**config.mk**
```make
export PLATFORM = sky130hd
export DESIGN_NAME = ppg_ctrl
export DESIGN_NICKNAME = d
export VERILOG_FILES = /design/src/hw/rtl/ppg_pkg.sv /design/src/hw/rtl/ppg_ctrl.sv
export SDC_FILE = /design/constraint.sdc
export NUM_CORES = 1
export LEC_CHECK = 0
export BUFFER_PORTS_ARGS = -buffer_cell sky130_fd_sc_hd__buf_4
export CAP_MARGIN = 5
export CORE_AREA = 2 2 39 41
export DETAILED_ROUTE_END_ITERATION = 16
export DIE_AREA = 0 0 41 43
export HOLD_SLACK_MARGIN = 0.05
export PLACE_DENSITY = 0.45
export SLEW_MARGIN = 20
export SYNTH_ARGS = -nofsm -noshare
export SYNTH_HDL_FRONTEND = slang
export SYNTH_SLANG_ARGS = --single-unit
```
**constraint.sdc**
```tcl
create_clock -name clk_i -period 2.8 [get_ports clk_i]
set_clock_uncertainty 0.1 [all_clocks]
set_input_delay 0.28 -clock clk_i [delete_from_list [all_inputs] [get_ports clk_i]]
set_output_delay 0.28 -clock clk_i [all_outputs]
set_load 0.02 [all_outputs]
```
**src/hw/rtl/ppg_pkg.sv**
```systemverilog
// Shared types, register codes and cosine table builder for the plaid pixel generator.
package ppg_pkg;

  localparam int unsigned StepBits    = 32;
  localparam int unsigned AmpBits     = 16;
  localparam int unsigned LevelBits   = 8;
  localparam int unsigned CfgIdxBits  = 3;
  localparam int unsigned CfgDataBits = 32;
  localparam int unsigned NumStages   = 5;

  localparam logic [AmpBits-1:0] BaseReset = 16'h8000;

  localparam longint unsigned Q30One    = 64'd1 << 30;
  localparam longint unsigned HalfPiQ30 = 64'd1686629713;
  localparam longint unsigned QHalf     = 64'd1 << 29;

  // Divisors of the successive Taylor terms: (2k-1)(2k) for cosine, (2k)(2k+1) for sine.
  localparam longint unsigned CosDiv [7] = '{64'd2, 64'd12, 64'd30, 64'd56, 64'd90, 64'd132,
                                             64'd182};
  localparam longint unsigned SinDiv [7] = '{64'd6, 64'd20, 64'd42, 64'd72, 64'd110, 64'd156,
                                             64'd210};

  typedef enum logic [CfgIdxBits-1:0] {
    REG_STEP_X_ONE = 3'd0,
    REG_STEP_Y_ONE = 3'd1,
    REG_STEP_X_TWO = 3'd2,
    REG_STEP_Y_TWO = 3'd3,
    REG_AMP_ONE    = 3'd4,
    REG_AMP_TWO    = 3'd5,
    REG_BASE_LEVEL = 3'd6
  } reg_idx_e;

  typedef struct packed {
    logic [StepBits-1:0] step_x_one;
    logic [StepBits-1:0] step_y_one;
    logic [StepBits-1:0] step_x_two;
    logic [StepBits-1:0] step_y_two;
    logic [AmpBits-1:0]  amp_one;
    logic [AmpBits-1:0]  amp_two;
    logic [AmpBits-1:0]  base_level;
  } cfg_t;

  // Per-stage load enables and valid bits of the pixel pipeline.
  typedef struct packed {
    logic [NumStages-1:0] ld;
    logic [NumStages-1:0] vld;
  } pipe_ctl_t;

  // Table entry idx of a cosine table with 2^tbits entries and cbits-bit signed values.
  // Only evaluated at elaboration.
  function automatic longint cos_entry(int unsigned idx, int tbits, int cbits);
    longint unsigned full;
    longint unsigned quad;
    longint unsigned rem;
    longint unsigned th;
    longint unsigned x2;
    longint unsigned tc;
    longint unsigned ts;
    longint unsigned cv;
    longint unsigned sv;
    longint unsigned mag;
    longint unsigned m;
    longint          acc_c;
    longint          acc_s;
    full  = (64'd1 << (cbits - 1)) - 64'd1;
    quad  = (64'(idx) >> (tbits - 2)) & 64'd3;
    rem   = 64'(idx) & ((64'd1 << (tbits - 2)) - 64'd1);
    th    = (rem * HalfPiQ30) >> (tbits - 2);
    x2    = (th * th) >> 30;
    tc    = Q30One;
    ts    = th;
    acc_c = longint'(Q30One);
    acc_s = longint'(th);
    for (int k = 0; k < 7; k++) begin
      tc = ((tc * x2) >> 30) / CosDiv[k];
      ts = ((ts * x2) >> 30) / SinDiv[k];
      if (k[0] == 1'b0) begin
        acc_c = acc_c - longint'(tc);
        acc_s = acc_s - longint'(ts);
      end else begin
        acc_c = acc_c + longint'(tc);
        acc_s = acc_s + longint'(ts);
      end
    end
    if (acc_c < 0) cv = 64'd0;
    else if (acc_c > longint'(Q30One)) cv = Q30One;
    else cv = acc_c;
    if (acc_s < 0) sv = 64'd0;
    else if (acc_s > longint'(Q30One)) sv = Q30One;
    else sv = acc_s;
    mag = (quad == 64'd0 || quad == 64'd2) ? cv : sv;
    m   = (mag * full + QHalf) >> 30;
    return (quad == 64'd1 || quad == 64'd2) ? -longint'(m) : longint'(m);
  endfunction

endpackage

```
**src/hw/rtl/ppg_ctrl.sv**
```systemverilog
// Valid bits and load enables of the pixel pipeline, with bubble collapsing.
module ppg_ctrl (
  input  logic                clk_i,
  input  logic                rst_ni,
  input  logic                in_valid_i,
  input  logic                out_ready_i,
  output ppg_pkg::pipe_ctl_t  ctl_o
);

  localparam int unsigned N = ppg_pkg::NumStages;

  logic [N-1:0] vld_q, vld_d;
  logic [N-1:0] ld;

  // A stage may load when it is empty or when the stage after it is loading too.
  always_comb begin
    ld[N-1] = !vld_q[N-1] || out_ready_i;
    for (int k = N - 2; k >= 0; k--) begin
      ld[k] = !vld_q[k] || ld[k+1];
    end
  end

  always_comb begin
    vld_d[0] = ld[0] ? in_valid_i : vld_q[0];
    for (int k = 1; k < N; k++) begin
      vld_d[k] = ld[k] ? vld_q[k-1] : vld_q[k];
    end
  end

  always_ff @(posedge clk_i or negedge rst_ni) begin
    if (!rst_ni) begin
      vld_q <= '0;
    end else begin
      vld_q <= vld_d;
    end
  end

  assign ctl_o.ld  = ld;
  assign ctl_o.vld = vld_q;

  // A result that is not taken stays in the output stage.
  assert property (@(posedge clk_i) disable iff (!rst_ni)
    vld_q[N-1] && !out_ready_i |=> vld_q[N-1])
    else $error("output result lost while stalled");

  // Any empty stage lets the input side take a new pixel.
  assert property (@(posedge clk_i) disable iff (!rst_ni)
    !(&vld_q) |-> ld[0])
    else $error("input blocked although the pipeline has a bubble");

  // The first stage only holds when the stage after it is full.
  assert property (@(posedge clk_i) disable iff (!rst_ni)
    vld_q[0] && !ld[0] |-> vld_q[1])
    else $error("first stage held in front of an empty stage");

endmodule

```
### After elaboration in Yosys (flattened, before gate mapping)

Index checks and enable logic that the tools add are counted.

* bitwise operators: 0
* shift-type cells: 0
* muxes and demuxes: 0
* eq/ne operators: 0
* magnitude comparators: 0
* divide/modulo/power cells: 0
* $add $sub $neg: 0
* reductions and logical operators: 10
* multipliers: 0

Operators with widths (count)
* $logic_not A1 Y1: 5
* $logic_or A1 B1 Y1: 5

* bits in registers: 5
* bits in latches: 0
* bits in read-only memories: 0
* memory bits (writable): 0
* logic and storage cells: 15
* input port bits: 4
* memories kept: 0

### Depth between registers and ports, before layout

* depth in word-level cells: 6
* mapped depth: 3
* depth with buffers taken out: 2

### Least setup slack after synthesis

Ideal clock, no wire load.

* path kind: reg-to-output
* start: register vld_q[4]
* end: output ctl_o[5] (netlist name)
* stages on the path, launching flop included: 4
* path slack: 1.436 ns
* data arrival time: 0.984 ns
* required time: 2.420 ns
* cells stage by stage: dfrtp_1 and4b_1 buf_6 nand3_1

RTL lines
* start, declared: RTL line ppg_ctrl.sv:12 `logic [N-1:0] vld_q, vld_d;`
* start signal, assigned: RTL line ppg_ctrl.sv:34 `vld_q <= vld_d;`
* end, declared: RTL line ppg_ctrl.sv:7 `output ppg_pkg::pipe_ctl_t ctl_o`

==> impl_metrics.json <==
{
  "status": "finished clean",
  "cp_data_arrival_time_ns": 1.22,
  "hp-class": "primary input to flop",
  "register_area_um2": 125.1,
  "grt_max_degree": 7,
  "min_period_ns": 1.601,
  "critPathKind": "flop to output port",
  "track_usage": 0.08182,
  "grt.met2_usage": 0.1031,
  "grt_pass1_wl_um": 890,
  "synth_ff_type": "dfrtp_1",
  "synth-async-reset-ratio": 1.000,
  "grtUsageMet1": 0.08852,
  "io_pins": 14,
  "worstPathRequired_ns": 2.42,
  "setup_viol": 0,
  "yosys-top-cells-count": "5 x dfrtp_1, 3 x nand2b_1",
  "fin_nets": 39,
  "fin_crit_sh": 0.5716,
  "end_kind": "output port",
  "cts-root-buf": "clkbuf_4",
  "yosysTopAreaCellShare": 0.6024,
  "synth_edf_count": 0,
  "vias_per_cell": 3.860,
  "fmax_mhz": 624.8,
  "hold_viol": 0,
  "ys_top_cells_by_area": "dfrtp_1 60%, nand2b_1 9.0%, buf_6 5.4%",
  "syn-cell-area_um2": 207.7,
  "htreeDepth": 1,
  "areaGrowthSynthToFinish_pct": 68.67,
  "grtUsageMet3": 0.07853,
  "worstMarginPinSlew_ns": 0.2126,
  "cts_buffer_depth": 2,
  "drc": 0,
  "yosysMostFrequentCell": "dfrtp_1",
  "wl_per_cell_um": 10.36,
  "ys_seq_area_frac": 0.6024,
  "grt_setup_unrepaired": "false",
  "gp_congestion": 0.4938,
  "ys_types": 11,
  "maxCapViolations": 0,
  "cts_tree": "built",
  "clock_latency_ns": 0.24,
  "top_regs": "vld_q (5)",
  "syn_nets": 21,
  "worst_ir_drop_vdd_mv": 0.2724,
  "num-fill-cells": 151,
  "grt_pass1_vias": 202,
  "power.leakage_uw": 0.0001615,
  "antenna_found_initial": 0,
  "cpLargestDelayFamily": "simple AND/OR/NAND/NOR gates",
  "totalNegativeSetupSlack_ns": 0,
  "portBuffers": 13,
  "wirelength_um": 518,
  "cts_setup_buffers": 0,
  "drive_above_1_share": 0.4706,
  "clk_pin_slew_ns": 0.04,
  "yosysTopAreaCell": "dfrtp_1",
  "critPathMaxStageDelay_ns": 0.38,
  "ys_seq_elements": 5,
  "drt_iter0_drc": 2,
  "dr.pass1.iters": 4,
  "regMostFlops": "vld_q",
  "worstPathCellList": "and4b_1 -> nand3_1 -> buf_4",
  "die_w_um": 41,
  "critPathBufInv": 1,
  "synth_cells": 17,
  "grt.busiest_layer": "met2",
  "crit_path_start_kind": "flop",
  "multi_input_area_um2": 67.56,
  "overflow": 0,
  "antenna_cells": 0,
  "worstPathMaxFanout": 6,
  "cts_inserted_buffers": 3,
  "die_h_um": 43,
  "cp_slowest_cell": "dfrtp_1",
  "power.total_uw": 240.9,
  "start_util": 0.1501,
  "drtAntennaViolNets": 0,
  "drv_slew": 0,
  "die_area_um2": 1763,
  "rows": 14,
  "coreArea_um2": 1384,
  "largest_reg_flops": 5,
  "power.density_nw_per_um2": 687.8,
  "yosys_warnings": 0,
  "cts_num_sinks": 5,
  "syn_area_per_cell_um2": 12.22,
  "vias": 193,
  "relSlewSlack": 0.8581,
  "fin_util": 0.2532
}
cells by family after synthesis:
group | share of synthesized area
AOI/OAI and AO/OA | 0.07833
buffers and inverters | 0.07227
DFF | 0.6024
and+or+nand+nor | 0.2470
cell usage in the layout (no fill, tap or decap):
master          n
a31o_1          1
nand3b_1        1
inv_1           1
or2_1           1
clkbuf_1        1
dfrtp_1         5
clkbuf_4        3
and4b_1         1
nand2b_1        3
nand2_1         1
buf_4          13
a21o_1          1
nand3_1         1
dlygate4sd3_1   1
stage by stage:
step           area [µm²]  hold WS, ns  setup slack (ns)  std cells
6_report            350.3       0.1336             1.199         50
5_1_grt             350.3       0.1208             1.096         50
4_1_cts             350.3       0.1222             1.178         50
3_5_place_dp        314.1     -0.01484             1.403         45
3_3_place_gp        314.1     -0.01860             1.426         45
2_1_floorplan       207.7      -0.1156             1.436         17
metal layers:
| metal | share of wire | up-vias |
|---|---|---|
| met5 | 0 | - |
| met4 | 0 | 0 |
| met3 | 0.14 | 0 |
| met2 | 0.40 | 16 |
| met1 | 0.45 | 85 |
| li1 | - | 92 |
timing repair:
item | 4_1_cts | 5_1_grt
hold buffers | 1 | 0
endpoints found under the setup margin | 0 | 0
endpoints found under the hold margin | 5 | 0
resized for setup | 0 | 0
cell type report:
| class | count | area share |
|---|---|---|
| Tap cell | 16 | 0.05714 |
| Sequential cell | 5 | 0.3571 |
| Inverter | 1 | 0.01071 |
| Clock buffer | 4 | 0.07500 |
| Multi-Input combinational cell | 10 | 0.1929 |
| Timing Repair Buffer | 14 | 0.3071 |
where the power goes:
group / internal, µW / leakage, µW / switching, µW / total (µW)
combinational: 31.6 / 0.0000939 / 37.0 / 68.6
clock: 53.9 / 0.0000150 / 29.0 / 82.9
sequential: 81.0 / 0.0000526 / 8.51 / 89.5
total: 166 / 0.000162 / 74.5 / 241
final timing paths:
path	slack, ns	cells after the start	endpoint	from
min in group asynchronous	0.28	2	vld_q[3]	rst_ni
min reg2reg	0.40	1	vld_q[3]	vld_q[2]
max reg2reg	1.66	2	vld_q[0]	vld_q[3]
max	1.20	3	ctl_o[5]	vld_q[3]
min	0.13	2	vld_q[0]	in_valid_i
max in group asynchronous	2.21	2	vld_q[1]	rst_ni
Note: power is estimated with default switching activity, not from simulation.
