--- config.mk ---
export PLATFORM = sky130hd
export DESIGN_NAME = ppg_regs
export DESIGN_NICKNAME = d
export VERILOG_FILES = /design/src/hw/rtl/ppg_pkg.sv /design/src/hw/rtl/ppg_regs.sv
export SDC_FILE = /design/constraint.sdc
export NUM_CORES = 1
export LEC_CHECK = 0
export BUFFER_PORTS_ARGS = -buffer_cell sky130_fd_sc_hd__buf_2
export CORE_UTILIZATION = 54
export DETAILED_ROUTE_END_ITERATION = 10
export PLACE_DENSITY = 0.89
export SYNTH_ARGS = -nofsm -noshare
export SYNTH_HDL_FRONTEND = slang
export SYNTH_SLANG_ARGS = --single-unit
--- constraint.sdc ---
create_clock -name clk_i -period 2.05 [get_ports clk_i]
set_clock_uncertainty 0.2 [all_clocks]
set_input_delay 0.3075 -clock clk_i [delete_from_list [all_inputs] [get_ports clk_i]]
set_output_delay 0.3075 -clock clk_i [all_outputs]
set_load 0.02 [all_outputs]
--- src/hw/rtl/ppg_pkg.sv ---
// Shared types, register codes and cosine table builder for the plaid pixel generator.
package ppg_pkg;

  localparam int unsigned StepBits    = 32;
  localparam int unsigned AmpBits     = 16;
  localparam int unsigned LevelBits   = 8;
  localparam int unsigned CfgIdxBits  = 3;
  localparam int unsigned CfgDataBits = 32;
  localparam int unsigned NumStages   = 5;

  localparam logic [AmpBits-1:0] BaseReset = 16'h8000;

  localparam longint unsigned Q30One    = 64'd1 << 30;
  localparam longint unsigned HalfPiQ30 = 64'd1686629713;
  localparam longint unsigned QHalf     = 64'd1 << 29;

  // Divisors of the successive Taylor terms: (2k-1)(2k) for cosine, (2k)(2k+1) for sine.
  localparam longint unsigned CosDiv [7] = '{64'd2, 64'd12, 64'd30, 64'd56, 64'd90, 64'd132,
                                             64'd182};
  localparam longint unsigned SinDiv [7] = '{64'd6, 64'd20, 64'd42, 64'd72, 64'd110, 64'd156,
                                             64'd210};

  typedef enum logic [CfgIdxBits-1:0] {
    REG_STEP_X_ONE = 3'd0,
    REG_STEP_Y_ONE = 3'd1,
    REG_STEP_X_TWO = 3'd2,
    REG_STEP_Y_TWO = 3'd3,
    REG_AMP_ONE    = 3'd4,
    REG_AMP_TWO    = 3'd5,
    REG_BASE_LEVEL = 3'd6
  } reg_idx_e;

  typedef struct packed {
    logic [StepBits-1:0] step_x_one;
    logic [StepBits-1:0] step_y_one;
    logic [StepBits-1:0] step_x_two;
    logic [StepBits-1:0] step_y_two;
    logic [AmpBits-1:0]  amp_one;
    logic [AmpBits-1:0]  amp_two;
    logic [AmpBits-1:0]  base_level;
  } cfg_t;

  // Per-stage load enables and valid bits of the pixel pipeline.
  typedef struct packed {
    logic [NumStages-1:0] ld;
    logic [NumStages-1:0] vld;
  } pipe_ctl_t;

  // Table entry idx of a cosine table with 2^tbits entries and cbits-bit signed values.
  // Only evaluated at elaboration.
  function automatic longint cos_entry(int unsigned idx, int tbits, int cbits);
    longint unsigned full;
    longint unsigned quad;
    longint unsigned rem;
    longint unsigned th;
    longint unsigned x2;
    longint unsigned tc;
    longint unsigned ts;
    longint unsigned cv;
    longint unsigned sv;
    longint unsigned mag;
    longint unsigned m;
    longint          acc_c;
    longint          acc_s;
    full  = (64'd1 << (cbits - 1)) - 64'd1;
    quad  = (64'(idx) >> (tbits - 2)) & 64'd3;
    rem   = 64'(idx) & ((64'd1 << (tbits - 2)) - 64'd1);
    th    = (rem * HalfPiQ30) >> (tbits - 2);
    x2    = (th * th) >> 30;
    tc    = Q30One;
    ts    = th;
    acc_c = longint'(Q30One);
    acc_s = longint'(th);
    for (int k = 0; k < 7; k++) begin
      tc = ((tc * x2) >> 30) / CosDiv[k];
      ts = ((ts * x2) >> 30) / SinDiv[k];
      if (k[0] == 1'b0) begin
        acc_c = acc_c - longint'(tc);
        acc_s = acc_s - longint'(ts);
      end else begin
        acc_c = acc_c + longint'(tc);
        acc_s = acc_s + longint'(ts);
      end
    end
    if (acc_c < 0) cv = 64'd0;
    else if (acc_c > longint'(Q30One)) cv = Q30One;
    else cv = acc_c;
    if (acc_s < 0) sv = 64'd0;
    else if (acc_s > longint'(Q30One)) sv = Q30One;
    else sv = acc_s;
    mag = (quad == 64'd0 || quad == 64'd2) ? cv : sv;
    m   = (mag * full + QHalf) >> 30;
    return (quad == 64'd1 || quad == 64'd2) ? -longint'(m) : longint'(m);
  endfunction

endpackage

--- src/hw/rtl/ppg_regs.sv ---
// Configuration register file of the plaid pixel generator.
module ppg_regs (
  input  logic                                clk_i,
  input  logic                                rst_ni,
  input  logic                                cfg_valid_i,
  input  logic [ppg_pkg::CfgIdxBits-1:0]      cfg_index_i,
  input  logic [ppg_pkg::CfgDataBits-1:0]     cfg_data_i,
  output ppg_pkg::cfg_t                       cfg_o
);

  ppg_pkg::cfg_t cfg_q;

  always_ff @(posedge clk_i or negedge rst_ni) begin
    if (!rst_ni) begin
      cfg_q.step_x_one <= '0;
      cfg_q.step_y_one <= '0;
      cfg_q.step_x_two <= '0;
      cfg_q.step_y_two <= '0;
      cfg_q.amp_one    <= '0;
      cfg_q.amp_two    <= '0;
      cfg_q.base_level <= ppg_pkg::BaseReset;
    end else if (cfg_valid_i) begin
      // Indexes past the register list are dropped.
      unique case (ppg_pkg::reg_idx_e'(cfg_index_i))
        ppg_pkg::REG_STEP_X_ONE: cfg_q.step_x_one <= cfg_data_i;
        ppg_pkg::REG_STEP_Y_ONE: cfg_q.step_y_one <= cfg_data_i;
        ppg_pkg::REG_STEP_X_TWO: cfg_q.step_x_two <= cfg_data_i;
        ppg_pkg::REG_STEP_Y_TWO: cfg_q.step_y_two <= cfg_data_i;
        ppg_pkg::REG_AMP_ONE:    cfg_q.amp_one    <= cfg_data_i[ppg_pkg::AmpBits-1:0];
        ppg_pkg::REG_AMP_TWO:    cfg_q.amp_two    <= cfg_data_i[ppg_pkg::AmpBits-1:0];
        ppg_pkg::REG_BASE_LEVEL: cfg_q.base_level <= cfg_data_i[ppg_pkg::AmpBits-1:0];
        default: ;
      endcase
    end
  end

  assign cfg_o = cfg_q;

endmodule

## Word-level counts from Yosys, hierarchy flattened

Cells that the tools add are included.

- Equality and inequality tests: 6
- Reduce and logical (&&, ||, !) cells: 8

Operators by type and width:

| cell | count |
|---|---|
| $reduce_and A2 Y1 | 7 |
| $eq A3 B3 Y1 const B | 3 |
| $eq A3 B2 Y1 const B | 2 |
| $eq A3 B1 Y1 const B | 1 |
| $logic_not A3 Y1 | 1 |

- Output and inout port bits: 176
- Input port bits: 38
- Word-level logic and storage cells: 21
- Register bits: 176

## Depth between registers and ports, before layout

- Depth in word-level cells: 2
- Gate-level depth with buffers: 5
- Depth with buffers taken out: 2

## Least setup slack after synthesis

No wires, ideal clock.

- Path type: input to register
- Start: input port cfg_index_i[0] (netlist name)
- End: register cfg_q (netlist bit cfg_o[151])
- Stages on the path: 4
- Arrival time: 1405 ps
- Buffers on the path: 2
- Setup slack: 317 ps
- Cells stage by stage: buf_2 nor4b_4 buf_2 mux2_1

- Word-level cells in the longest chain between the ends: 2

RTL lines:

| item | line | RTL |
|---|---|---|
| start: declaration | ppg_regs.sv:6 | `input logic [ppg_pkg::CfgIdxBits-1:0] cfg_index_i,` |
| $logic_not A3 Y1 | ppg_regs.sv:24 | `unique case (ppg_pkg::reg_idx_e'(cfg_index_i))` |
| $reduce_and A2 Y1 (no source line) | n/a |  |
| end: declaration | ppg_regs.sv:11 | `ppg_pkg::cfg_t cfg_q;` |

No other way between the ends.
A chain may end at the register's enable or synchronous reset.

## Final worst setup path

- Start: register cfg_q (netlist bit cfg_o[15])
- End: output port cfg_o[15] (netlist name)

RTL lines:

| item | line | RTL |
|---|---|---|
| end: declaration | ppg_regs.sv:8 | `output ppg_pkg::cfg_t cfg_o` |

No word-level cell between the ends.

==> summary.txt <==
Status
  – Status: completed

Worst setup path
  – End of the critical path: cfg_o[15]
  – Crit path max-delay family: flip-flops
  – Setup CP Type: reg -> out
  – CP Launch Type: flip-flop
  – Data required time of the worst path: around 1.5 ns
  – Critical path peak fanout: 2
  – CP endpoint kind: output port
  – FF-to-FF Start: cfg_o[174]
  – R2R depth: 1
  – Slowest cell on crit path: dfstp_2
  – FF-to-FF setup slack: about 1.0 ns
  – Critical path cell sequence: buf_2
  – Crit path largest cell delay: 0.53 ns
  – Worst EP arrival: 1.11 ns
  – Crit. path cell count: 1
  – Critical path buffers and inverters: 1
  – R2r endpoint: cfg_o[174]
  – Crit path from: cfg_o[15]

Synthesis
  – Cell accounting for the most synthesized area: dfrtp_1
  – Post-Syn Instances: 381
  – Synth top area share: 66.2%
  – Seq/Total Area, Yosys: 66.6%
  – Syn avg cell area: approximately 17 um2
  – Distinct cell type count after synthesis: 11
  – Syn nets: 419
  – Top post-synthesis cells by area: dfrtp_1 (66%), mux2_2 (24%), mux2_1 (5.8%)
  – Mapped cell area: between 6000 and 7000 um2
  – Seq cells post-synth: about 180
  – Synth warnings: 0

Clock tree
  – CTS buffer count: 17
  – Clock slew at reported path FFs: around 0.06 ns
  – Root buffer cell: clkbuf_16
  – Worst skew pair latency: 0.42 ns
  – CTS Buffer Depth: 2
  – CTS tree: built
  – Clock sinks: ~180
  – Post-CTS Setup Repair Bufs: 0
  – CTS H-tree depth: 4

Final layout
  – Proportion of layout cells with a drive suffix above 1: 63.6%
  – Final design utilization: between 70 and 80%
  – Area growth syn-to-layout: 31.7%
  – Filler Cells Inserted: 749
  – Total inserted antenna cells: 0
  – Most frequent cells in the layout: buf_2 (212), dfrtp_1 (175), mux2_2 (142), mux2_1 (34), dlygate4sd3_1 (21)
  – Commonest non-fill, non-tap cell in the layout: buf_2
  – Layout Nets: 664
  – Max reg flops: 176

Die
  – Core Footprint: 12000 um2
  – Starting Density: a little under three fifths
  – Die Ht: 113 um
  – Die width: approximately 110 um
  – IO Count: 214
  – Die ar.: roughly 13000 um2
  – Row cnt: 40

Detailed routing
  – Post-route ant nets: 0
  – Routed WL: 15500 um
  – DR pass1 iterations: 4
  – Initial DRC count: 173
  – Vias: 4231
  – DR WL/cell: 19.8 um
  – Vias per Instance: 5.41
  – DRC violation count after routing: 0

STA
  – Worst slew pin tran: just over 0.6 ns
  – Fin. max-slew vios: 0
  – Slew Limit Headroom: 58.3%
  – Max Clk Rate: 617 MHz
  – Crit path time final: 1.62 ns
  – RSZ-0062 raised after global routing: false
  – Final Setup Violations: 0
  – Final-report hold violation count: 0
  – Setup_tns: 0 ns
  – Final Cycle Share: 79.0%

Power and ir drop
  – Max IR drop VDD: ~0.00090 V
  – Cell leakage power: 4.23 nW
  – Power per cell area: ~1200 nW/um2

Placed design
  – Port bufs: 213
  – Gpl congestion: 0.772
  – Post-DP HPWL: 10600 um

Run
  – Max Cap Violations: 0

Global routing
  – Initial antenna violation count: 0
  – First-pass GRT wire length: 24200 um
  – Grt ovf: 0
  – GRT Util Overall: around 26%
  – Largest net degree at the start of global routing: 58
  – Vias in the first global route: ~4500

Min path
  – Hold WC Path Type: in -> reg
-- cell families (layout without fill, tap and decap cells) --
| kind of cell | Yosys count | after routing | synth area share, % |
|---|---|---|---|
| buffers and inverters | 22 | 276 | 2.01 |
| flip-flops | 176 | 176 | 66.6 |
| AND/OR/NAND/NOR | 7 | 7 | 1.40 |
| multiplexers | 176 | 176 | 30.0 |
-- power breakdown --
part           total [W]  switching, W  internal (W)
clock network    0.00308       0.00125       0.00183
registers        0.00464      0.000396       0.00424
logic            0.00286       0.00172       0.00114
total             0.0106       0.00336       0.00722
-- Yosys cell counts --
master and count:
nand4b_1 1, mux2_1 34, buf_4 9, nor4b_4 1, nand4b_2 2, clkbuf_2 2
mux2_2 142, dfrtp_1 175, nor4bb_1 3, buf_2 11, dfstp_2 1
-- area by class of cell --
cell class | count | area (um2) | share of cell area [%]
multi-input combinational | 183 | 2120 | 24.3
tap | 147 | 184 | 2.11
clock buffer | 23 | 508 | 5.83
sequential | 176 | 4410 | 50.6
timing repair buffer | 248 | 1440 | 16.5
clock inverter | 5 | 55.1 | 0.632
-- routing by layer --
metal / track usage (%) / vias up / part of all wire [%]
met4: 13.0 / 0 / 3.0
met1: 29.5 / 2177 / 39
met5: 0 / - / 0
met3: 7.07 / 43 / 5.6
li1: - / 1843 / -
met2: 43.6 / 168 / 52
-- how the worst min path moves through the flow --
stage,cells past startpoint,from,slack (ns),end
3_5_place_dp,1,rst_ni,0.12,cfg_o[40]
5_1_grt,2,cfg_data_i[2],0.02,cfg_o[146]
2_1_floorplan,0,rst_ni,-0.19,cfg_o[0]
4_1_cts,2,cfg_data_i[4],0.00004,cfg_o[148]
3_3_place_gp,1,rst_ni,0.11,cfg_o[55]
6_report,2,cfg_data_i[4],0.006,cfg_o[148]
-- repair_timing --
| action | 4_1_cts | 5_1_grt |
|---|---|---|
| gates resized for setup | 0 | 0 |
| setup endpoints to repair | 0 | 0 |
| hold buffers | 21 | 0 |
| endpoints found under the hold margin | 123 | 0 |
-- metrics by stage --
step | hold WS [ns] | instances | worst slack (ns) | instance area [um2] | total power, W
2_1_floorplan | -0.188 | 381 | 0.317 | 6610 | 0.00632
3_3_place_gp | 0.107 | 733 | 0.185 | 7940 | 0.00739
3_5_place_dp | 0.116 | 733 | 0.113 | 7940 | 0.00753
4_1_cts | 0.0000390 | 782 | 0.412 | 8710 | 0.0107
5_1_grt | 0.0187 | 782 | 0.405 | 8710 | 0.0110
6_report | 0.00566 | 782 | 0.430 | 8710 | 0.0106
(Power assumes the default switching activity.)
