## src/hw/rtl/ppg_pkg.sv

```systemverilog
// Shared types, register codes and cosine table builder for the plaid pixel generator.
package ppg_pkg;

  localparam int unsigned StepBits    = 32;
  localparam int unsigned AmpBits     = 16;
  localparam int unsigned LevelBits   = 8;
  localparam int unsigned CfgIdxBits  = 3;
  localparam int unsigned CfgDataBits = 32;
  localparam int unsigned NumStages   = 5;

  localparam logic [AmpBits-1:0] BaseReset = 16'h8000;

  localparam longint unsigned Q30One    = 64'd1 << 30;
  localparam longint unsigned HalfPiQ30 = 64'd1686629713;
  localparam longint unsigned QHalf     = 64'd1 << 29;

  // Divisors of the successive Taylor terms: (2k-1)(2k) for cosine, (2k)(2k+1) for sine.
  localparam longint unsigned CosDiv [7] = '{64'd2, 64'd12, 64'd30, 64'd56, 64'd90, 64'd132,
                                             64'd182};
  localparam longint unsigned SinDiv [7] = '{64'd6, 64'd20, 64'd42, 64'd72, 64'd110, 64'd156,
                                             64'd210};

  typedef enum logic [CfgIdxBits-1:0] {
    REG_STEP_X_ONE = 3'd0,
    REG_STEP_Y_ONE = 3'd1,
    REG_STEP_X_TWO = 3'd2,
    REG_STEP_Y_TWO = 3'd3,
    REG_AMP_ONE    = 3'd4,
    REG_AMP_TWO    = 3'd5,
    REG_BASE_LEVEL = 3'd6
  } reg_idx_e;

  typedef struct packed {
    logic [StepBits-1:0] step_x_one;
    logic [StepBits-1:0] step_y_one;
    logic [StepBits-1:0] step_x_two;
    logic [StepBits-1:0] step_y_two;
    logic [AmpBits-1:0]  amp_one;
    logic [AmpBits-1:0]  amp_two;
    logic [AmpBits-1:0]  base_level;
  } cfg_t;

  // Per-stage load enables and valid bits of the pixel pipeline.
  typedef struct packed {
    logic [NumStages-1:0] ld;
    logic [NumStages-1:0] vld;
  } pipe_ctl_t;

  // Table entry idx of a cosine table with 2^tbits entries and cbits-bit signed values.
  // Only evaluated at elaboration.
  function automatic longint cos_entry(int unsigned idx, int tbits, int cbits);
    longint unsigned full;
    longint unsigned quad;
    longint unsigned rem;
    longint unsigned th;
    longint unsigned x2;
    longint unsigned tc;
    longint unsigned ts;
    longint unsigned cv;
    longint unsigned sv;
    longint unsigned mag;
    longint unsigned m;
    longint          acc_c;
    longint          acc_s;
    full  = (64'd1 << (cbits - 1)) - 64'd1;
    quad  = (64'(idx) >> (tbits - 2)) & 64'd3;
    rem   = 64'(idx) & ((64'd1 << (tbits - 2)) - 64'd1);
    th    = (rem * HalfPiQ30) >> (tbits - 2);
    x2    = (th * th) >> 30;
    tc    = Q30One;
    ts    = th;
    acc_c = longint'(Q30One);
    acc_s = longint'(th);
    for (int k = 0; k < 7; k++) begin
      tc = ((tc * x2) >> 30) / CosDiv[k];
      ts = ((ts * x2) >> 30) / SinDiv[k];
      if (k[0] == 1'b0) begin
        acc_c = acc_c - longint'(tc);
        acc_s = acc_s - longint'(ts);
      end else begin
        acc_c = acc_c + longint'(tc);
        acc_s = acc_s + longint'(ts);
      end
    end
    if (acc_c < 0) cv = 64'd0;
    else if (acc_c > longint'(Q30One)) cv = Q30One;
    else cv = acc_c;
    if (acc_s < 0) sv = 64'd0;
    else if (acc_s > longint'(Q30One)) sv = Q30One;
    else sv = acc_s;
    mag = (quad == 64'd0 || quad == 64'd2) ? cv : sv;
    m   = (mag * full + QHalf) >> 30;
    return (quad == 64'd1 || quad == 64'd2) ? -longint'(m) : longint'(m);
  endfunction

endpackage

```

## src/hw/rtl/ppg_phase.sv

```systemverilog
// Grating phase: coordinate products, then wrapped phase sum and table address.
module ppg_phase #(
  parameter int unsigned COORD_BITS = 12,
  parameter int unsigned TABLE_BITS = 10
) (
  input  logic                          clk_i,
  input  ppg_pkg::cfg_t                 cfg_i,
  input  ppg_pkg::pipe_ctl_t            ctl_i,
  input  logic signed [COORD_BITS-1:0]  dx_i,
  input  logic signed [COORD_BITS-1:0]  dy_i,
  output logic [TABLE_BITS-1:0]         addr_one_o,
  output logic [TABLE_BITS-1:0]         addr_two_o
);

  localparam int unsigned SB = ppg_pkg::StepBits;
  localparam int unsigned PW = SB + COORD_BITS;

  logic signed [PW-1:0] mx1, my1, mx2, my2;
  logic [SB-1:0]        px1_q, py1_q, px2_q, py2_q;
  logic [SB-1:0]        ph1, ph2;
  logic [TABLE_BITS-1:0] addr1_q, addr2_q;

  // Only the low word of each product matters: the phase wraps once per grating period.
  assign mx1 = PW'(signed'(cfg_i.step_x_one)) * PW'(dx_i);
  assign my1 = PW'(signed'(cfg_i.step_y_one)) * PW'(dy_i);
  assign mx2 = PW'(signed'(cfg_i.step_x_two)) * PW'(dx_i);
  assign my2 = PW'(signed'(cfg_i.step_y_two)) * PW'(dy_i);

  always_ff @(posedge clk_i) begin
    if (ctl_i.ld[0]) begin
      px1_q <= mx1[SB-1:0];
      py1_q <= my1[SB-1:0];
      px2_q <= mx2[SB-1:0];
      py2_q <= my2[SB-1:0];
    end
  end

  assign ph1 = px1_q + py1_q;
  assign ph2 = px2_q + py2_q;

  always_ff @(posedge clk_i) begin
    if (ctl_i.ld[1]) begin
      addr1_q <= ph1[SB-1 -: TABLE_BITS];
      addr2_q <= ph2[SB-1 -: TABLE_BITS];
    end
  end

  assign addr_one_o = addr1_q;
  assign addr_two_o = addr2_q;

endmodule

```

## config.mk

```make
export PLATFORM = sky130hd
export DESIGN_NAME = ppg_phase
export DESIGN_NICKNAME = d
export VERILOG_FILES = /design/src/hw/rtl/ppg_pkg.sv /design/src/hw/rtl/ppg_phase.sv
export SDC_FILE = /design/constraint.sdc
export NUM_CORES = 2
export LEC_CHECK = 0
export BUFFER_PORTS_ARGS = -buffer_cell sky130_fd_sc_hd__buf_2
export CAP_MARGIN = 20
export CORE_MARGIN = 3
export CORE_UTILIZATION = 35
export DETAILED_ROUTE_END_ITERATION = 16
export GPL_TIMING_DRIVEN = 0
export PLACE_DENSITY = 0.52
export SLEW_MARGIN = 20
export SYNTH_ARGS = -nofsm -noshare
export SYNTH_HDL_FRONTEND = slang
export SYNTH_SLANG_ARGS = --single-unit
```

## constraint.sdc

```tcl
create_clock -name clk_i -period 8.9 [get_ports clk_i]
set_input_delay 1.78 -clock clk_i [delete_from_list [all_inputs] [get_ports clk_i]]
set_output_delay 1.78 -clock clk_i [all_outputs]
set_load 0.01 [all_outputs]
```

# Word-level counts from Yosys, hierarchy flattened
# Index checks and enable logic that the tools add are counted.
# totals
wordCells,12
latchBits,0
out_inout_bits,20
input_bits,211
register_bits,148
mem_count,0
ramBits,0
rom_bits,0
# op_classes
n_div,0
muxes,0
reduce_logical,0
order_cmp,0
n_shift,0
n_bitwise,0
n_mul,4
n_addsub,2
n_eq_ne,0
# op_table
operator,count
$mul A32 B12 Y32,4
$add A32 B32 Y32,2

# Logic depth before layout (Yosys ltp)
# logic_depth
ltp_word,1
mapped_depth,25
ltp_nobuf,22

# Least setup slack after synthesis
# Ideal clock, no wire load.
# synth_path
path_type,input-to-reg
start,input port dy_i[3]
end,"register py2_q[31], data pin"
required_time_ps,8640
setup_ps,260
t_arrival_ps,7225
stages,22
path_buffers,2
setup_slack_ps,1415
path_cell_list,clkbuf_1 -> clkbuf_1 -> nand2_1 -> fa_1 -> fa_1 -> fa_1 -> inv_1 -> fa_1 -> inv_1 -> fa_1 -> inv_1 -> ha_1 -> a21o_1 -> or3_4 -> o221ai_2 -> a211oi_1 -> o22a_1 -> a41o_1 -> a221oi_2 -> o211ai_2 -> o22ai_2 -> xnor2_1
# synth_between
elab_chain_cells,1
# synth_lines
item,line,rtl
from (decl),ppg_phase.sv:10,"input logic signed [COORD_BITS-1:0] dy_i,"
$mul A32 B12 Y32,ppg_phase.sv:27,assign my2 = PW'(signed'(cfg_i.step_y_two)) * PW'(dy_i);
via my2[31],ppg_phase.sv:18,"logic signed [PW-1:0] mx1, my1, mx2, my2;"
to (signal assigned),ppg_phase.sv:34,py2_q <= my2[SB-1:0];
to (decl),ppg_phase.sv:19,"logic [SB-1:0] px1_q, py1_q, px2_q, py2_q;"
# The timed path passes the listed nets, and every way through them passes these cells.
# A chain may end at the register's enable or synchronous reset.

# Worst setup path in the final report
# layout_path
start,input port dx_i[4]
end,"register px1_q[31], data pin"
# layout_between
elab_chain_cells,1
# layout_lines
item,line,rtl
from (decl),ppg_phase.sv:9,"input logic signed [COORD_BITS-1:0] dx_i,"
$mul A32 B12 Y32,ppg_phase.sv:24,assign mx1 = PW'(signed'(cfg_i.step_x_one)) * PW'(dx_i);
via mx1[31],ppg_phase.sv:18,
to (signal assigned),ppg_phase.sv:31,px1_q <= mx1[SB-1:0];
to (decl),ppg_phase.sv:19,
# The timed path passes the listed nets, and every way through them passes these cells.

==> flow_metrics.tcl <==
set metrics [dict create \
    max-vdd-ir-drop_mv 0.317 \
    ctsResizeCount 0 \
    worstMarginPinSlew_ns 1.09 \
    clk_latency_ns 0.48 \
    rr_worst_depth 11 \
    rows 129 \
    power_frac_seq 0.108 \
    drv_cap 0 \
    synthCells 4880 \
    skew_ns 0.0206 \
    switching_power_uw 10500 \
    cp_common_cell "fa_1" \
    wl_mm 121 \
    fin_crit_ns 8.74 \
    numCtsBuffers 25 \
    drt_pre_antenna_iters 5 \
    synth_edf_count 148 \
    fin_area_um2 47300 \
    via_per_inst 4.74 \
    gp_congestion 0.881 \
    fp.dieArea_um2 130000 \
    cellPowerDensity_nw_per_um2 423 \
    post-cts-setup-buffer-count 0 \
    port_buffers 148 \
    p_int_uw 9470 \
    max_freq_ghz 0.114 \
    fillers 12800 \
    core_um2 124000 \
    drc 0 \
    cts_root_buf "clkbuf_16" \
    clockBufferDepth 3 \
    cpPeakStageDelay_ns 0.71 \
    critPathSlowestCell "clkbuf_1" \
    r2r_slack_ns 5.64 \
    rsz0062_at_grt "no" \
    placed_cell_area_um2 46700 \
    swShare 0.527 \
    hold_end "addr_one_o[7]$_DFFE_PP_" \
    period_share 0.982 \
    die_y_um 360 \
    ys.flop_type "edfxtp_1" \
    min_from "py1_q[29]$_DFFE_PP_" \
    cts.htree.levels 4 \
    total_power_uw 20000 \
    syn-cell-area_um2 43800 \
    syn_avg_cell_area_um2 8.98 \
    hold_ws_ns 0.715 \
    grt_pass1_wl_mm 194 \
    whs_path_depth 2 \
    place_hpwl_mm 103 \
    start_kind "input port" \
    crit_fanout 10 \
    grtUsageTotal 0.191 \
    num_vias 31800 \
    min_path_type "register to register" \
    drt_iter0_drc 1625 \
    grt_max_degree 72 \
    cts_sinks 148 \
    setup_viol 0 \
    final_max_slew_viol_count 0 \
    ant_nets 0 \
    ys_seq_area_frac 0.101 \
    syn_nets 6407 \
    critPathArrivalTime_ns 8.95 \
    p_clk_frac 0.039 \
    wl_per_cell_um 18.0 \
    start_util 0.354 \
    r2r-start "px2_q[4]$_DFFE_PP_" \
    hold_buffers 0 \
    crit_required_ns 9.11 \
    die_w_um 360 \
    path_class "input port to register" \
    rr_endpoint "addr_two_o[9]$_DFFE_PP_" \
    p_leak_uw 0.0232 \
    nets 6580 \
    synth_cell_type_count 67 \
    syn2layout_area_growth_pct 7.96 \
    ios 231 \
    comb_power_share 0.853 \
    async_flop_share 0 \
    hold_viol 0 \
    status "finished clean" \
    grt_pass1_vias 33900 \
    relSlewSlack 0.274 \
    endpoint_kind "register" \
    path_cells "buf_2, clkbuf_1, clkbuf_1, nand2_1, fa_1, fa_1, fa_1, inv_1, fa_1, inv_1, fa_1, inv_1, ha_1, or4_1, o22ai_2, o31ai_1, a221oi_2, a21oi_1, and4_4, a2111oi_4, a21oi_1, xnor2_1" \
    antenna_found_initial 12 \
    cts_tree "done" \
    synth_warnings 0 \
    drive_above_1_share 0.0403 \
    overflow 0 \
    synth-seq-cells 148 \
    clkTransAtPathRegs_ns 0.06 \
]
-- synthesized netlist by cell type, types with 21 or more instances --
| cell type | count | share of area |
|---|---|---|
| edfxtp_1 | 148 | 0.10 |
| o21a_1 | 21 | 0.0036 |
| nand2b_1 | 36 | 0.0051 |
| and2_1 | 285 | 0.041 |
| a21oi_1 | 85 | 0.0097 |
| xnor2_1 | 157 | 0.031 |
| nand2_1 | 945 | 0.081 |
| o21ai_0 | 45 | 0.0051 |
| nor2_1 | 146 | 0.012 |
| ha_1 | 356 | 0.10 |
| a21o_1 | 40 | 0.0068 |
| fa_1 | 960 | 0.44 |
| xor2_1 | 37 | 0.0074 |
| clkbuf_1 | 237 | 0.020 |
| inv_1 | 1190 | 0.10 |
-- cell families after synthesis --
kind of cell	share of synthesized area
DFF	0.101
buffers and inverters	0.122
and+or+nand+nor	0.150
AOI/OAI and AO/OA	0.0473
adders and majority gates	0.540
xor gates and xnor gates	0.0388
-- layout by cell type, fill, tap and decap left out, drive strengths merged, types with 37 or more instances in the layout --
cell	synthesis	routed
o21ai	55	55
edfxtp	148	148
xor2	37	37
clkbuf	237	258
ha	356	356
inv	1190	1190
a21oi	85	85
nor2	146	146
xnor2	157	157
nand2	945	945
buf	2	151
and2	285	285
a21o	40	40
fa	960	960
-- sequential cells by signal, indices dropped and copies added, names as in the netlist --
name and count:
py2_q 32, px2_q 32, addr_two_o 10, addr_one_o 10, py1_q 32, px1_q 32
-- stage by stage --
stage | utilization | instances | TNS (ns) | worst slack (ns)
final | 0.382 | 6700 | 0 | 0.160
after floorplan | - | 4880 | 0 | 1.42
after global placement | 0.376 | 6665 | -2.97 | -0.416
after global routing | 0.382 | 6699 | 0 | 0.00312
after detailed placement | 0.376 | 6666 | -3.21 | -0.446
after CTS | 0.382 | 6698 | 0 | 0.0665
-- worst max-delay path, delay by kind of cell --
| family | cells | cell delay, ns |
|---|---|---|
| buf+inv | 6 | 1.66 |
| simple gates | 3 | 0.82 |
| compound gates | 6 | 1.51 |
| xor+xnor | 1 | 0.47 |
| fa+ha+maj | 6 | 2.68 |
-- per-layer routing --
layer / track usage / vias to the layer above / part of all wire
met5: 0 / - / 0.000075
li1: - / 14600 / -
met2: 0.327 / 697 / 0.49
met3: 0.0236 / 133 / 0.045
met1: 0.259 / 16300 / 0.44
met4: 0.0430 / 2 / 0.025
-- how the worst max path moves through the flow --
stage	slack, ns	cells past startpoint	endpoint	start
floorplan	1.42	22	py2_q[31]$_DFFE_PP_	dy_i[3]
global placement	-0.42	23	px1_q[31]$_DFFE_PP_	dx_i[2]
detailed placement	-0.45	22	px1_q[31]$_DFFE_PP_	dx_i[11]
CTS	0.07	22	px1_q[31]$_DFFE_PP_	dx_i[11]
global route	0.003	22	px1_q[31]$_DFFE_PP_	dx_i[3]
finish	0.16	22	px1_q[31]$_DFFE_PP_	dx_i[4]
-- power groups by stage --
stage / registers (uW) / logic [uW] / clock network, uW
detailed placement: 2180 / 17500 / 0
floorplan: 2120 / 12300 / 0
global route: 2190 / 19500 / 844
finish: 2160 / 17100 / 782
CTS: 2170 / 17700 / 809
global placement: 2180 / 17500 / 0
-- final cells by class --
type                       instances  area (um2)  area share
antenna                            5        12.5    0.000264
inverter                        1190        4470      0.0944
buffer                           236         895      0.0189
sequential                       148        4440      0.0939
timing repair buffer             149         774      0.0164
multi-input combinational       3303       34000       0.719
tap                             1637        2050      0.0433
clock buffer                      25         626      0.0132
clock inverter                     7        31.3    0.000661
Note: power is estimated with default switching activity, not from simulation.
