**config.mk**
```make
export PLATFORM = sky130hd
export DESIGN_NAME = ppg_mix
export DESIGN_NICKNAME = d
export VERILOG_FILES = /design/src/hw/rtl/ppg_pkg.sv /design/src/hw/rtl/ppg_mix.sv
export SDC_FILE = /design/constraint.sdc
export NUM_CORES = 1
export LEC_CHECK = 0
export ABC_CLOCK_PERIOD_IN_PS = 17600
export BUFFER_PORTS_ARGS = -buffer_cell sky130_fd_sc_hd__buf_2
export CAP_MARGIN = 25
export CORE_ASPECT_RATIO = 1.5
export CORE_MARGIN = 2
export CORE_UTILIZATION = 23
export DETAILED_ROUTE_END_ITERATION = 7
export HOLD_SLACK_MARGIN = 0.05
export PLACE_DENSITY = 0.48
export SETUP_SLACK_MARGIN = 0.4
export SLEW_MARGIN = 20
export SYNTH_ARGS = -nofsm -noshare
export SYNTH_HDL_FRONTEND = slang
export SYNTH_SLANG_ARGS = --single-unit
```
**constraint.sdc**
```tcl
create_clock -name clk_i -period 17.6 [get_ports clk_i]
set_input_delay 3.52 -clock clk_i [delete_from_list [all_inputs] [get_ports clk_i]]
set_output_delay 3.52 -clock clk_i [all_outputs]
set_load 0.01 [all_outputs]
```
**src/hw/rtl/ppg_pkg.sv**
```systemverilog
// Shared types, register codes and cosine table builder for the plaid pixel generator.
package ppg_pkg;

  localparam int unsigned StepBits    = 32;
  localparam int unsigned AmpBits     = 16;
  localparam int unsigned LevelBits   = 8;
  localparam int unsigned CfgIdxBits  = 3;
  localparam int unsigned CfgDataBits = 32;
  localparam int unsigned NumStages   = 5;

  localparam logic [AmpBits-1:0] BaseReset = 16'h8000;

  localparam longint unsigned Q30One    = 64'd1 << 30;
  localparam longint unsigned HalfPiQ30 = 64'd1686629713;
  localparam longint unsigned QHalf     = 64'd1 << 29;

  // Divisors of the successive Taylor terms: (2k-1)(2k) for cosine, (2k)(2k+1) for sine.
  localparam longint unsigned CosDiv [7] = '{64'd2, 64'd12, 64'd30, 64'd56, 64'd90, 64'd132,
                                             64'd182};
  localparam longint unsigned SinDiv [7] = '{64'd6, 64'd20, 64'd42, 64'd72, 64'd110, 64'd156,
                                             64'd210};

  typedef enum logic [CfgIdxBits-1:0] {
    REG_STEP_X_ONE = 3'd0,
    REG_STEP_Y_ONE = 3'd1,
    REG_STEP_X_TWO = 3'd2,
    REG_STEP_Y_TWO = 3'd3,
    REG_AMP_ONE    = 3'd4,
    REG_AMP_TWO    = 3'd5,
    REG_BASE_LEVEL = 3'd6
  } reg_idx_e;

  typedef struct packed {
    logic [StepBits-1:0] step_x_one;
    logic [StepBits-1:0] step_y_one;
    logic [StepBits-1:0] step_x_two;
    logic [StepBits-1:0] step_y_two;
    logic [AmpBits-1:0]  amp_one;
    logic [AmpBits-1:0]  amp_two;
    logic [AmpBits-1:0]  base_level;
  } cfg_t;

  // Per-stage load enables and valid bits of the pixel pipeline.
  typedef struct packed {
    logic [NumStages-1:0] ld;
    logic [NumStages-1:0] vld;
  } pipe_ctl_t;

  // Table entry idx of a cosine table with 2^tbits entries and cbits-bit signed values.
  // Only evaluated at elaboration.
  function automatic longint cos_entry(int unsigned idx, int tbits, int cbits);
    longint unsigned full;
    longint unsigned quad;
    longint unsigned rem;
    longint unsigned th;
    longint unsigned x2;
    longint unsigned tc;
    longint unsigned ts;
    longint unsigned cv;
    longint unsigned sv;
    longint unsigned mag;
    longint unsigned m;
    longint          acc_c;
    longint          acc_s;
    full  = (64'd1 << (cbits - 1)) - 64'd1;
    quad  = (64'(idx) >> (tbits - 2)) & 64'd3;
    rem   = 64'(idx) & ((64'd1 << (tbits - 2)) - 64'd1);
    th    = (rem * HalfPiQ30) >> (tbits - 2);
    x2    = (th * th) >> 30;
    tc    = Q30One;
    ts    = th;
    acc_c = longint'(Q30One);
    acc_s = longint'(th);
    for (int k = 0; k < 7; k++) begin
      tc = ((tc * x2) >> 30) / CosDiv[k];
      ts = ((ts * x2) >> 30) / SinDiv[k];
      if (k[0] == 1'b0) begin
        acc_c = acc_c - longint'(tc);
        acc_s = acc_s - longint'(ts);
      end else begin
        acc_c = acc_c + longint'(tc);
        acc_s = acc_s + longint'(ts);
      end
    end
    if (acc_c < 0) cv = 64'd0;
    else if (acc_c > longint'(Q30One)) cv = Q30One;
    else cv = acc_c;
    if (acc_s < 0) sv = 64'd0;
    else if (acc_s > longint'(Q30One)) sv = Q30One;
    else sv = acc_s;
    mag = (quad == 64'd0 || quad == 64'd2) ? cv : sv;
    m   = (mag * full + QHalf) >> 30;
    return (quad == 64'd1 || quad == 64'd2) ? -longint'(m) : longint'(m);
  endfunction

endpackage

```
**src/hw/rtl/ppg_mix.sv**
```systemverilog
// Amplitude products, then level sum with truncation and saturation to 0..255.
module ppg_mix #(
  parameter int unsigned COS_BITS = 16
) (
  input  logic                              clk_i,
  input  logic                              rst_ni,
  input  ppg_pkg::cfg_t                     cfg_i,
  input  ppg_pkg::pipe_ctl_t                ctl_i,
  input  logic signed [COS_BITS-1:0]        cos_one_i,
  input  logic signed [COS_BITS-1:0]        cos_two_i,
  output logic [ppg_pkg::LevelBits-1:0]     level_o,
  output logic                              clipped_o
);

  localparam int unsigned AB = ppg_pkg::AmpBits;
  localparam int unsigned LB = ppg_pkg::LevelBits;
  localparam int unsigned F  = COS_BITS - 1;
  localparam int unsigned PW = COS_BITS + AB + 1;
  localparam int unsigned SW = COS_BITS + AB + 2;
  localparam int unsigned LastStage = ppg_pkg::NumStages - 1;

  logic signed [PW-1:0] m1, m2;
  logic signed [PW-1:0] p1_q, p2_q;
  logic signed [SW-1:0] base_ext, sum;
  logic [LB-1:0]        level_q, level_d;
  logic                 clip_q, clip_d;

  assign m1 = PW'(signed'({1'b0, cfg_i.amp_one})) * PW'(cos_one_i);
  assign m2 = PW'(signed'({1'b0, cfg_i.amp_two})) * PW'(cos_two_i);

  always_ff @(posedge clk_i) begin
    if (ctl_i.ld[LastStage-1]) begin
      p1_q <= m1;
      p2_q <= m2;
    end
  end

  assign base_ext = signed'(SW'({cfg_i.base_level, F'(0)}));
  assign sum      = base_ext + SW'(p1_q) + SW'(p2_q);

  // Bits above the integer level show a sum of 256.0 or more.
  always_comb begin
    if (sum[SW-1]) begin
      level_d = '0;
      clip_d  = 1'b1;
    end else if (|sum[SW-2:F+8+LB]) begin
      level_d = '1;
      clip_d  = 1'b1;
    end else begin
      level_d = sum[F+8+LB-1:F+8];
      clip_d  = 1'b0;
    end
  end

  always_ff @(posedge clk_i) begin
    if (ctl_i.ld[LastStage]) begin
      level_q <= level_d;
      clip_q  <= clip_d;
    end
  end

  assign level_o   = level_q;
  assign clipped_o = clip_q;

  // A clipped result always sits at one of the two rails.
  assert property (@(posedge clk_i) disable iff (!rst_ni)
    ctl_i.vld[LastStage] && clip_q |-> (level_q == '0 || level_q == '1))
    else $error("clipped level not at a rail");

endmodule

```
After elaboration in Yosys (flattened, before gate mapping)
Index checks and enable logic that the tools add are counted.
Storage, ports and cells
  register bits after elaboration: 75
  bits of input ports: 220
  output and inout bits: 9
  word-level logic and storage cells: 11
Cells by class
  multiplexer cells: 2
  add/subtract/negate cells: 2
  multiply operators: 2
  reduce and logical (&&, ||, !) cells: 1
Operators by type and width (count)
  $mul A17 B16 Y33: 2
  $add A32 B33 Y34: 1
  $add A34 B33 Y34: 1
  $mux W8: 1
  $reduce_or A2 Y1: 1
  $mux W1: 1

Logic depth before layout (Yosys ltp)
Gate-level depths: netlist (run 1).
  depth in word-level cells: 4
  gate-level depth with buffers: 24
  depth with buffers taken out: 22

Worst setup path after synthesis (run 1)
Ideal clock, no wire load.
  path type: input to register
  start: in cos_two_i[1]
  end: reg p2_q[31] (data pin)
  path buffers: 1
  data required time: 17.342 ns
  stages: 21
  setup slack: 7.936 ns
  library setup time: 0.258 ns
  data arrival time: 9.407 ns
  path through: clkbuf_1 -> nand2_1 -> fa_1 -> fa_1 -> fa_1 -> fa_1 -> inv_1 -> fa_1 -> inv_1 -> fa_1 -> inv_1 -> ha_1 -> or3_4 -> a211oi_2 -> or4b_1 -> and2_4 -> a221o_1 -> a211o_1 -> a31o_1 -> a21oi_2 -> xnor2_1
On the way
  cells in the longest elaborated chain, start to end: 1
Ends and longest elaborated chain
  from (decl): line ppg_mix.sv:10  | input logic signed [COS_BITS-1:0] cos_two_i,
  $mul A17 B16 Y33: line ppg_mix.sv:29  | assign m2 = PW'(signed'({1'b0, cfg_i.amp_two})) * PW'(cos_two_i);
  named net m2[31]: line ppg_mix.sv:22  | logic signed [PW-1:0] m1, m2;
  to (signal assigned): line ppg_mix.sv:34  | p2_q <= m2;
  to (decl): line ppg_mix.sv:23  | logic signed [PW-1:0] p1_q, p2_q;
The timed path passes the listed nets, and every way through them passes these cells.
A chain may end at the register's enable or synchronous reset.

Worst setup path in the final report (run 1)
  start: in cos_one_i[7]
  end: reg p1_q[29] (data pin)
On the way
  cells in the longest elaborated chain, start to end: 1
Ends and longest elaborated chain
  from (decl): line ppg_mix.sv:9  | input logic signed [COS_BITS-1:0] cos_one_i,
  $mul A17 B16 Y33: line ppg_mix.sv:28  | assign m1 = PW'(signed'({1'b0, cfg_i.amp_one})) * PW'(cos_one_i);
  named net m1[29]: line ppg_mix.sv:22
  to (signal assigned): line ppg_mix.sv:33  | p1_q <= m1;
  to (decl): line ppg_mix.sv:23
The timed path passes the listed nets, and every way through them passes these cells.

==> results of run 1 <==
## synth_stat cells (6+ instances only)
master | number | share of area [%]
o21a_1 | 6 | 0.21
a21oi_1 | 49 | 1.2
and2_1 | 238 | 7.0
nand3_1 | 13 | 0.31
xnor2_1 | 46 | 1.9
and3_1 | 8 | 0.24
xor2_1 | 19 | 0.78
ha_1 | 291 | 17
edfxtp_1 | 75 | 11
nand2_1 | 270 | 4.8
a21o_1 | 23 | 0.81
a211oi_1 | 25 | 0.88
nand2b_1 | 24 | 0.71
nor3_1 | 8 | 0.19
a31oi_1 | 7 | 0.21
nor2_1 | 56 | 0.99
o21bai_1 | 7 | 0.25
o21ai_1 | 17 | 0.40
fa_1 | 404 | 38
clkbuf_1 | 64 | 1.1
o21ai_0 | 11 | 0.26
inv_1 | 512 | 9.1
## layout make-up
class	instances	area [um2]	area share (%)
tap	1173	1470	6.33
clock inverter	5	55.1	0.237
clock buffer	10	229	0.987
inverter	513	1930	8.30
multi-input combinational	1591	16800	72.5
sequential	75	2250	9.71
timing repair buffer	92	463	2.00
## state kept, by name, indices dropped and copies added (netlist names)
| register | cells |
|---|---|
| p1_q | 33 |
| p2_q | 33 |
| level_o | 8 |
| clipped_o | 1 |
## per-layer routing
metal,vias up,track usage (%)
li1,6941,-
met1,7486,14.5
met2,186,22.4
met3,60,0.829
met4,6,3.17
met5,-,0
## worst max-delay path by stage
stage                             from       end  slack [ns]  cells past startpoint
final                     cos_one_i[7]  p1_q[29]        7.65                     22
after global routing      cos_one_i[8]  p1_q[29]        7.37                     22
after CTS                    cfg_i[40]  p1_q[29]        7.60                     20
after detailed placement     cfg_i[40]  p1_q[29]        7.26                     20
after global placement       cfg_i[40]  p1_q[29]        7.26                     20
after floorplan           cos_two_i[1]  p2_q[31]        7.94                     21
## cell families (layout without fill, tap and decap cells)
kind of cell	after synthesis	in the layout	share of synthesized area [%]
adders and majority gates	695	695	55.2
and+or+nand+nor	650	650	15.4
muxes	1	1	0.0471
xor gates and xnor gates	65	65	2.68
AOI/OAI and AO/OA	180	180	5.80
DFF	75	75	10.6
buffers and inverters	578	620	10.2
## critical path, cell delays in order
cell and delay [ns]:
buf_2 0.38, nand2_1 0.15, fa_1 0.55, inv_1 0.05
fa_1 0.49, inv_1 0.05, fa_1 0.54, inv_1 0.05
fa_1 0.48, fa_1 0.53, inv_1 0.06, fa_1 0.49
inv_1 0.05, ha_1 0.36, nand2_1 0.10, o22ai_1 0.10
a311o_1 0.37, a2111oi_0 0.74, nor2_1 0.26, a21oi_1 0.37
a31oi_1 0.17, xnor2_1 0.18
## through the flow
stage | cells | area (um2) | hold WS (ns)
finish | 3459 | 23200 | 1.03
detailed placement | 3444 | 22900 | 1.04
floorplan | 2244 | 21200 | 0.915
CTS | 3459 | 23200 | 1.05
global placement | 3444 | 22900 | 1.01
global route | 3459 | 23200 | 1.13
==> results.toml, run 1 <==
[status]
status = "complete, no violations"

[yosys]
yosys_warnings = 0
synth_seq_cells = 75
ys.flop_type = "edfxtp_1"
synth_area_per_cell_um2 = 9.46
syn_area_um2 = 21200
synth_edf_count = 75
synth_cell_types = 65
ys_seq_area_share_pct = 10.6
synthArstFlopShare_pct = 0
syn_nets = 3159
syn_inst = 2244

[die]
rows = 136
io_pins = 229
dieArea_um2 = 94800
die_width_um = 252
die_h_um = 376
start_util_pct = 23.2
design.core.area_um2 = 91500

[cts]
cts_hold_buf = 0
clockBufferDepth = 2
clkLatencyLatePin_ns = 0.35
cts_setup_buffers = 0
clock-sinks = 75
cts.repair.resized = 0
cts_tree = "done"
clk_pin_slew_ns = 0.06
cts_made_buffers = 9
h-tree-depth = 3
cts-root-buf = "clkbuf_16"

[placed_design]
pre_cts_ws_ns = 7.26
port-buffer-count = 91
dp_hpwl_um = 43900
gp_congestion = 0.770

[finish]
final_util_pct = 25.3
drive_above_1_share_pct = 5.51
final_cell_mix = "inv_1 (512), fa_1 (404), ha_1 (291)"
n_antenna_cell = 0
area_growth_pct = 9.28
final_nets = 3197
final_common_cell = "inv_1"
n_fill_cell = 9960

[routing]
vias_per_cell = 4.24
vias = 14700
dr_wl_met2_um = 28800
topRoutingLayerUsed = "met5"
wl_met1_um = 23000
drt-wirelength-per-cell_um = 15.6
ant_nets = 0
drtIter0Drc = 495
drc = 0
firstDrtPassIters = 4
wirelength_um = 54000
dr_wl_met3_um = 1090

[sta]
fin_crit_sh_pct = 56.6
finalSetupViolCount = 0
layout_min_cycle_time_ns = 9.95
max_freq_mhz = 100
slew_headroom_pct = 40.0
skew_ns = 0.00490
setup_ws_ns = 7.65
worstMarginPinSlew_ns = 0.900
setup_tns_ns = 0
rsz0062_at_grt = "no"
hold_violations = 0
drv_slew = 0

[worst_hold_path]
hold_depth = 4
min_path_type = "register to register"
hold_path_startpoint = "p2_q[32]"
hold_path_end = "level_o[1]"

[setup_path]
timing.rr.end = "clipped_o"
critPathCaptureType = "register"
rrSetupSlack_ns = 13.48
start_kind = "primary input"
r2r-start = "p1_q[18]"
r2r_cells = 11
critPathArrivalTime_ns = 10.04
crit_type = "primary input to register"
worstPathRequired_ns = 17.69
crit_fanout = 16

[grt]
overflow = 0
track_usage_pct = 11.9
grt_pass1_vias = 16300
grt_start_max_net_pins = 67
grt_pass1_wl_um = 88500
antenna_found_initial = 4

[job]
cap_violations = 0
Power of run 1 is not shown: default switching activity piles up to over one toggle a cycle in this logic, so the estimate is an artifact.
==> run 2, diff against run 1 <==
--- a/config.mk
+++ b/config.mk
@@ -5,7 +5,7 @@
 export SDC_FILE = /design/constraint.sdc
 export NUM_CORES = 1
 export LEC_CHECK = 0
-export ABC_CLOCK_PERIOD_IN_PS = 17600
+export ABC_CLOCK_PERIOD_IN_PS = 8350
 export BUFFER_PORTS_ARGS = -buffer_cell sky130_fd_sc_hd__buf_2
 export CAP_MARGIN = 25
 export CORE_ASPECT_RATIO = 1.5
@@ -13,7 +13,7 @@
 export CORE_UTILIZATION = 23
 export DETAILED_ROUTE_END_ITERATION = 7
 export HOLD_SLACK_MARGIN = 0.05
-export PLACE_DENSITY = 0.48
+export PLACE_DENSITY = 0.49
 export SETUP_SLACK_MARGIN = 0.4
 export SLEW_MARGIN = 20
 export SYNTH_ARGS = -nofsm -noshare
==> constraint.sdc (replaced) <==
create_clock -name clk_i -period 8.35 [get_ports clk_i]
set_input_delay 1.67 -clock clk_i [delete_from_list [all_inputs] [get_ports clk_i]]
set_output_delay 1.67 -clock clk_i [all_outputs]
set_load 0.01 [all_outputs]
==> run 2 against run 1 <==
Effect of this change:
- clock skew rose by 0.0018 ns
- worst setup slack got worse by 7.0 ns
- non-clock buffer count grew 45
- cell count grew 1.4%
- critical path type unchanged
- die area stayed put
- via count rose by 0.44%
- sequential share of layout area down 0.14 points
- worst hold slack improved by 0.0059 ns
- global-route usage about the same
- first-iteration DRC count is 18% higher
- utilization rose by 0.37 points
==> results.toml, run 2 (same netlist as run 1, synthesis figures left out) <==
[cts]
clock-sinks = 75
cts_hold_buf = 0
clkLatencyLatePin_ns = 0.35
cts_tree = "done"
clk_pin_slew_ns = 0.06
cts-root-buf = "clkbuf_16"
clockBufferDepth = 2
cts_setup_buffers = 0
cts_made_buffers = 9
h-tree-depth = 3

[finish]
stdcell_count = 3506
area_growth_pct = 10.9
fin_area_um2 = 23500
final_nets = 3242
regArea_um2 = 2250
final_cell_mix = "inv_1 (512), fa_1 (404), ha_1 (291)"
n_fill_cell = 9952
multi_input_area_um2 = 16800
drive_above_1_share_pct = 7.46
final_common_cell = "inv_1"

[sta]
setup_tns_ns = 0
worstMarginPinSlew_ns = 0.874
drv_slew = 0
finalSetupViolCount = 0
skew_ns = 0.00672
slew_headroom_pct = 41.7
rsz0062_at_grt = "yes"
fin_crit_sh_pct = 92.6
layout_min_cycle_time_ns = 7.73
hold_violations = 0
max_freq_mhz = 129

[die]
die_width_um = 252
dieArea_um2 = 94800
io_pins = 229
rows = 136
die_h_um = 376
start_util_pct = 23.2
design.core.area_um2 = 91500

[placed_design]
gp_congestion = 0.800
place_area_um2 = 23300
dp_hpwl_um = 45500
port-buffer-count = 91
dp.cells = 3489

[routing]
ant_nets = 0
drc = 0
vias = 14700
vias_per_cell = 4.21
drtIter0Drc = 583
drt-wirelength-per-cell_um = 15.2
firstDrtPassIters = 5
wirelength_um = 53300

[setup_path]
crit_top_cell = "fa_1"
crit_fanout = 12
path_cells = "buf_2 > and2_1 > fa_1 > inv_1 > fa_1 > fa_1 > fa_1 > inv_1 > fa_1 > inv_1 > fa_1 > inv_1 > ha_1 > or3_4 > a211oi_2 > or4b_4 > and2_4 > a221o_1 > a211o_1 > a31o_1 > a21oi_2 > xnor2_1"
critPathCaptureType = "register"
worstPathRequired_ns = 8.45
slowest_stage = "fa_1"
critical_path.max_stage_delay_ns = 0.54
crit_type = "primary input to register"
start_kind = "primary input"
critPathArrivalTime_ns = 7.83

[grt]
overflow = 0
grt_pass1_wl_um = 88300
antenna_found_initial = 5
grt_start_max_net_pins = 67
grt_pass1_vias = 16400
track_usage_pct = 11.9

[worst_hold_path]
min_path_type = "register to register"

[job]
cap_violations = 0

[status]
status = "complete, no violations"
## run 2: cell count changes in the layout (fill, tap and decap cells not counted), sizes merged
cell and delta:
diode +1, buf +45, clkinv +2, clkbuf -1
bufinv -1, clkinvlp -1, inv +2
## run 2: worst max-delay path: cells and delay by family
family / cells / cell delay [ns]
adder cells (fa/ha/maj): 7 / 3.17
XOR/XNOR: 1 / 0.07
AND/OR/NAND/NOR: 4 / 1.30
AO/OA/AOI/OAI: 5 / 1.24
buffers and inverters: 5 / 0.39
## run 2: per-layer routing
layer / track usage [%] / part of all wire, % / vias up
li1: - / - / 7030
met1: 14.5 / 42 / 7471
met2: 22.4 / 53 / 192
met3: 0.753 / 2.4 / 49
met4: 2.95 / 2.0 / 2
met5: 0 / 0.015 / -
## run 2: stage by stage
stage	utilization, %	setup slack [ns]	hold WS [ns]
after global routing	25.7	0.376	1.11
after detailed placement	25.4	0.182	1.03
after CTS	25.7	0.590	1.04
final	25.7	0.620	1.04
after floorplan	-	0.536	0.915
after global placement	25.4	0.190	1.01
## run 2: layout make-up
| class | instances | share of cell area (%) |
|---|---|---|
| timing repair buffer | 137 | 3.40 |
| sequential | 75 | 9.57 |
| antenna | 1 | 0.0106 |
| clock buffer | 9 | 0.957 |
| inverter | 513 | 8.18 |
| tap | 1173 | 6.23 |
| multi-input combinational | 1591 | 71.5 |
| clock inverter | 7 | 0.181 |
## run 2: path summary, 6_finish.rpt
path	startpoint	endpoint	slack (ns)	cells past startpoint
worst min register to register	p2_q[32]	level_o[5]	1.04	4
worst max-delay path	cos_two_i[4]	p2_q[31]	0.62	22
worst min-delay path	p2_q[32]	level_o[5]	1.04	4
worst max register to register	p1_q[18]	clipped_o	4.16	11
## run 2: timing repair
item,4_1_cts,5_1_grt
endpoints found under the hold margin,0,0
setup endpoints to repair,0,3
resized for setup,0,3
Power of run 2 is left out for the same reason.
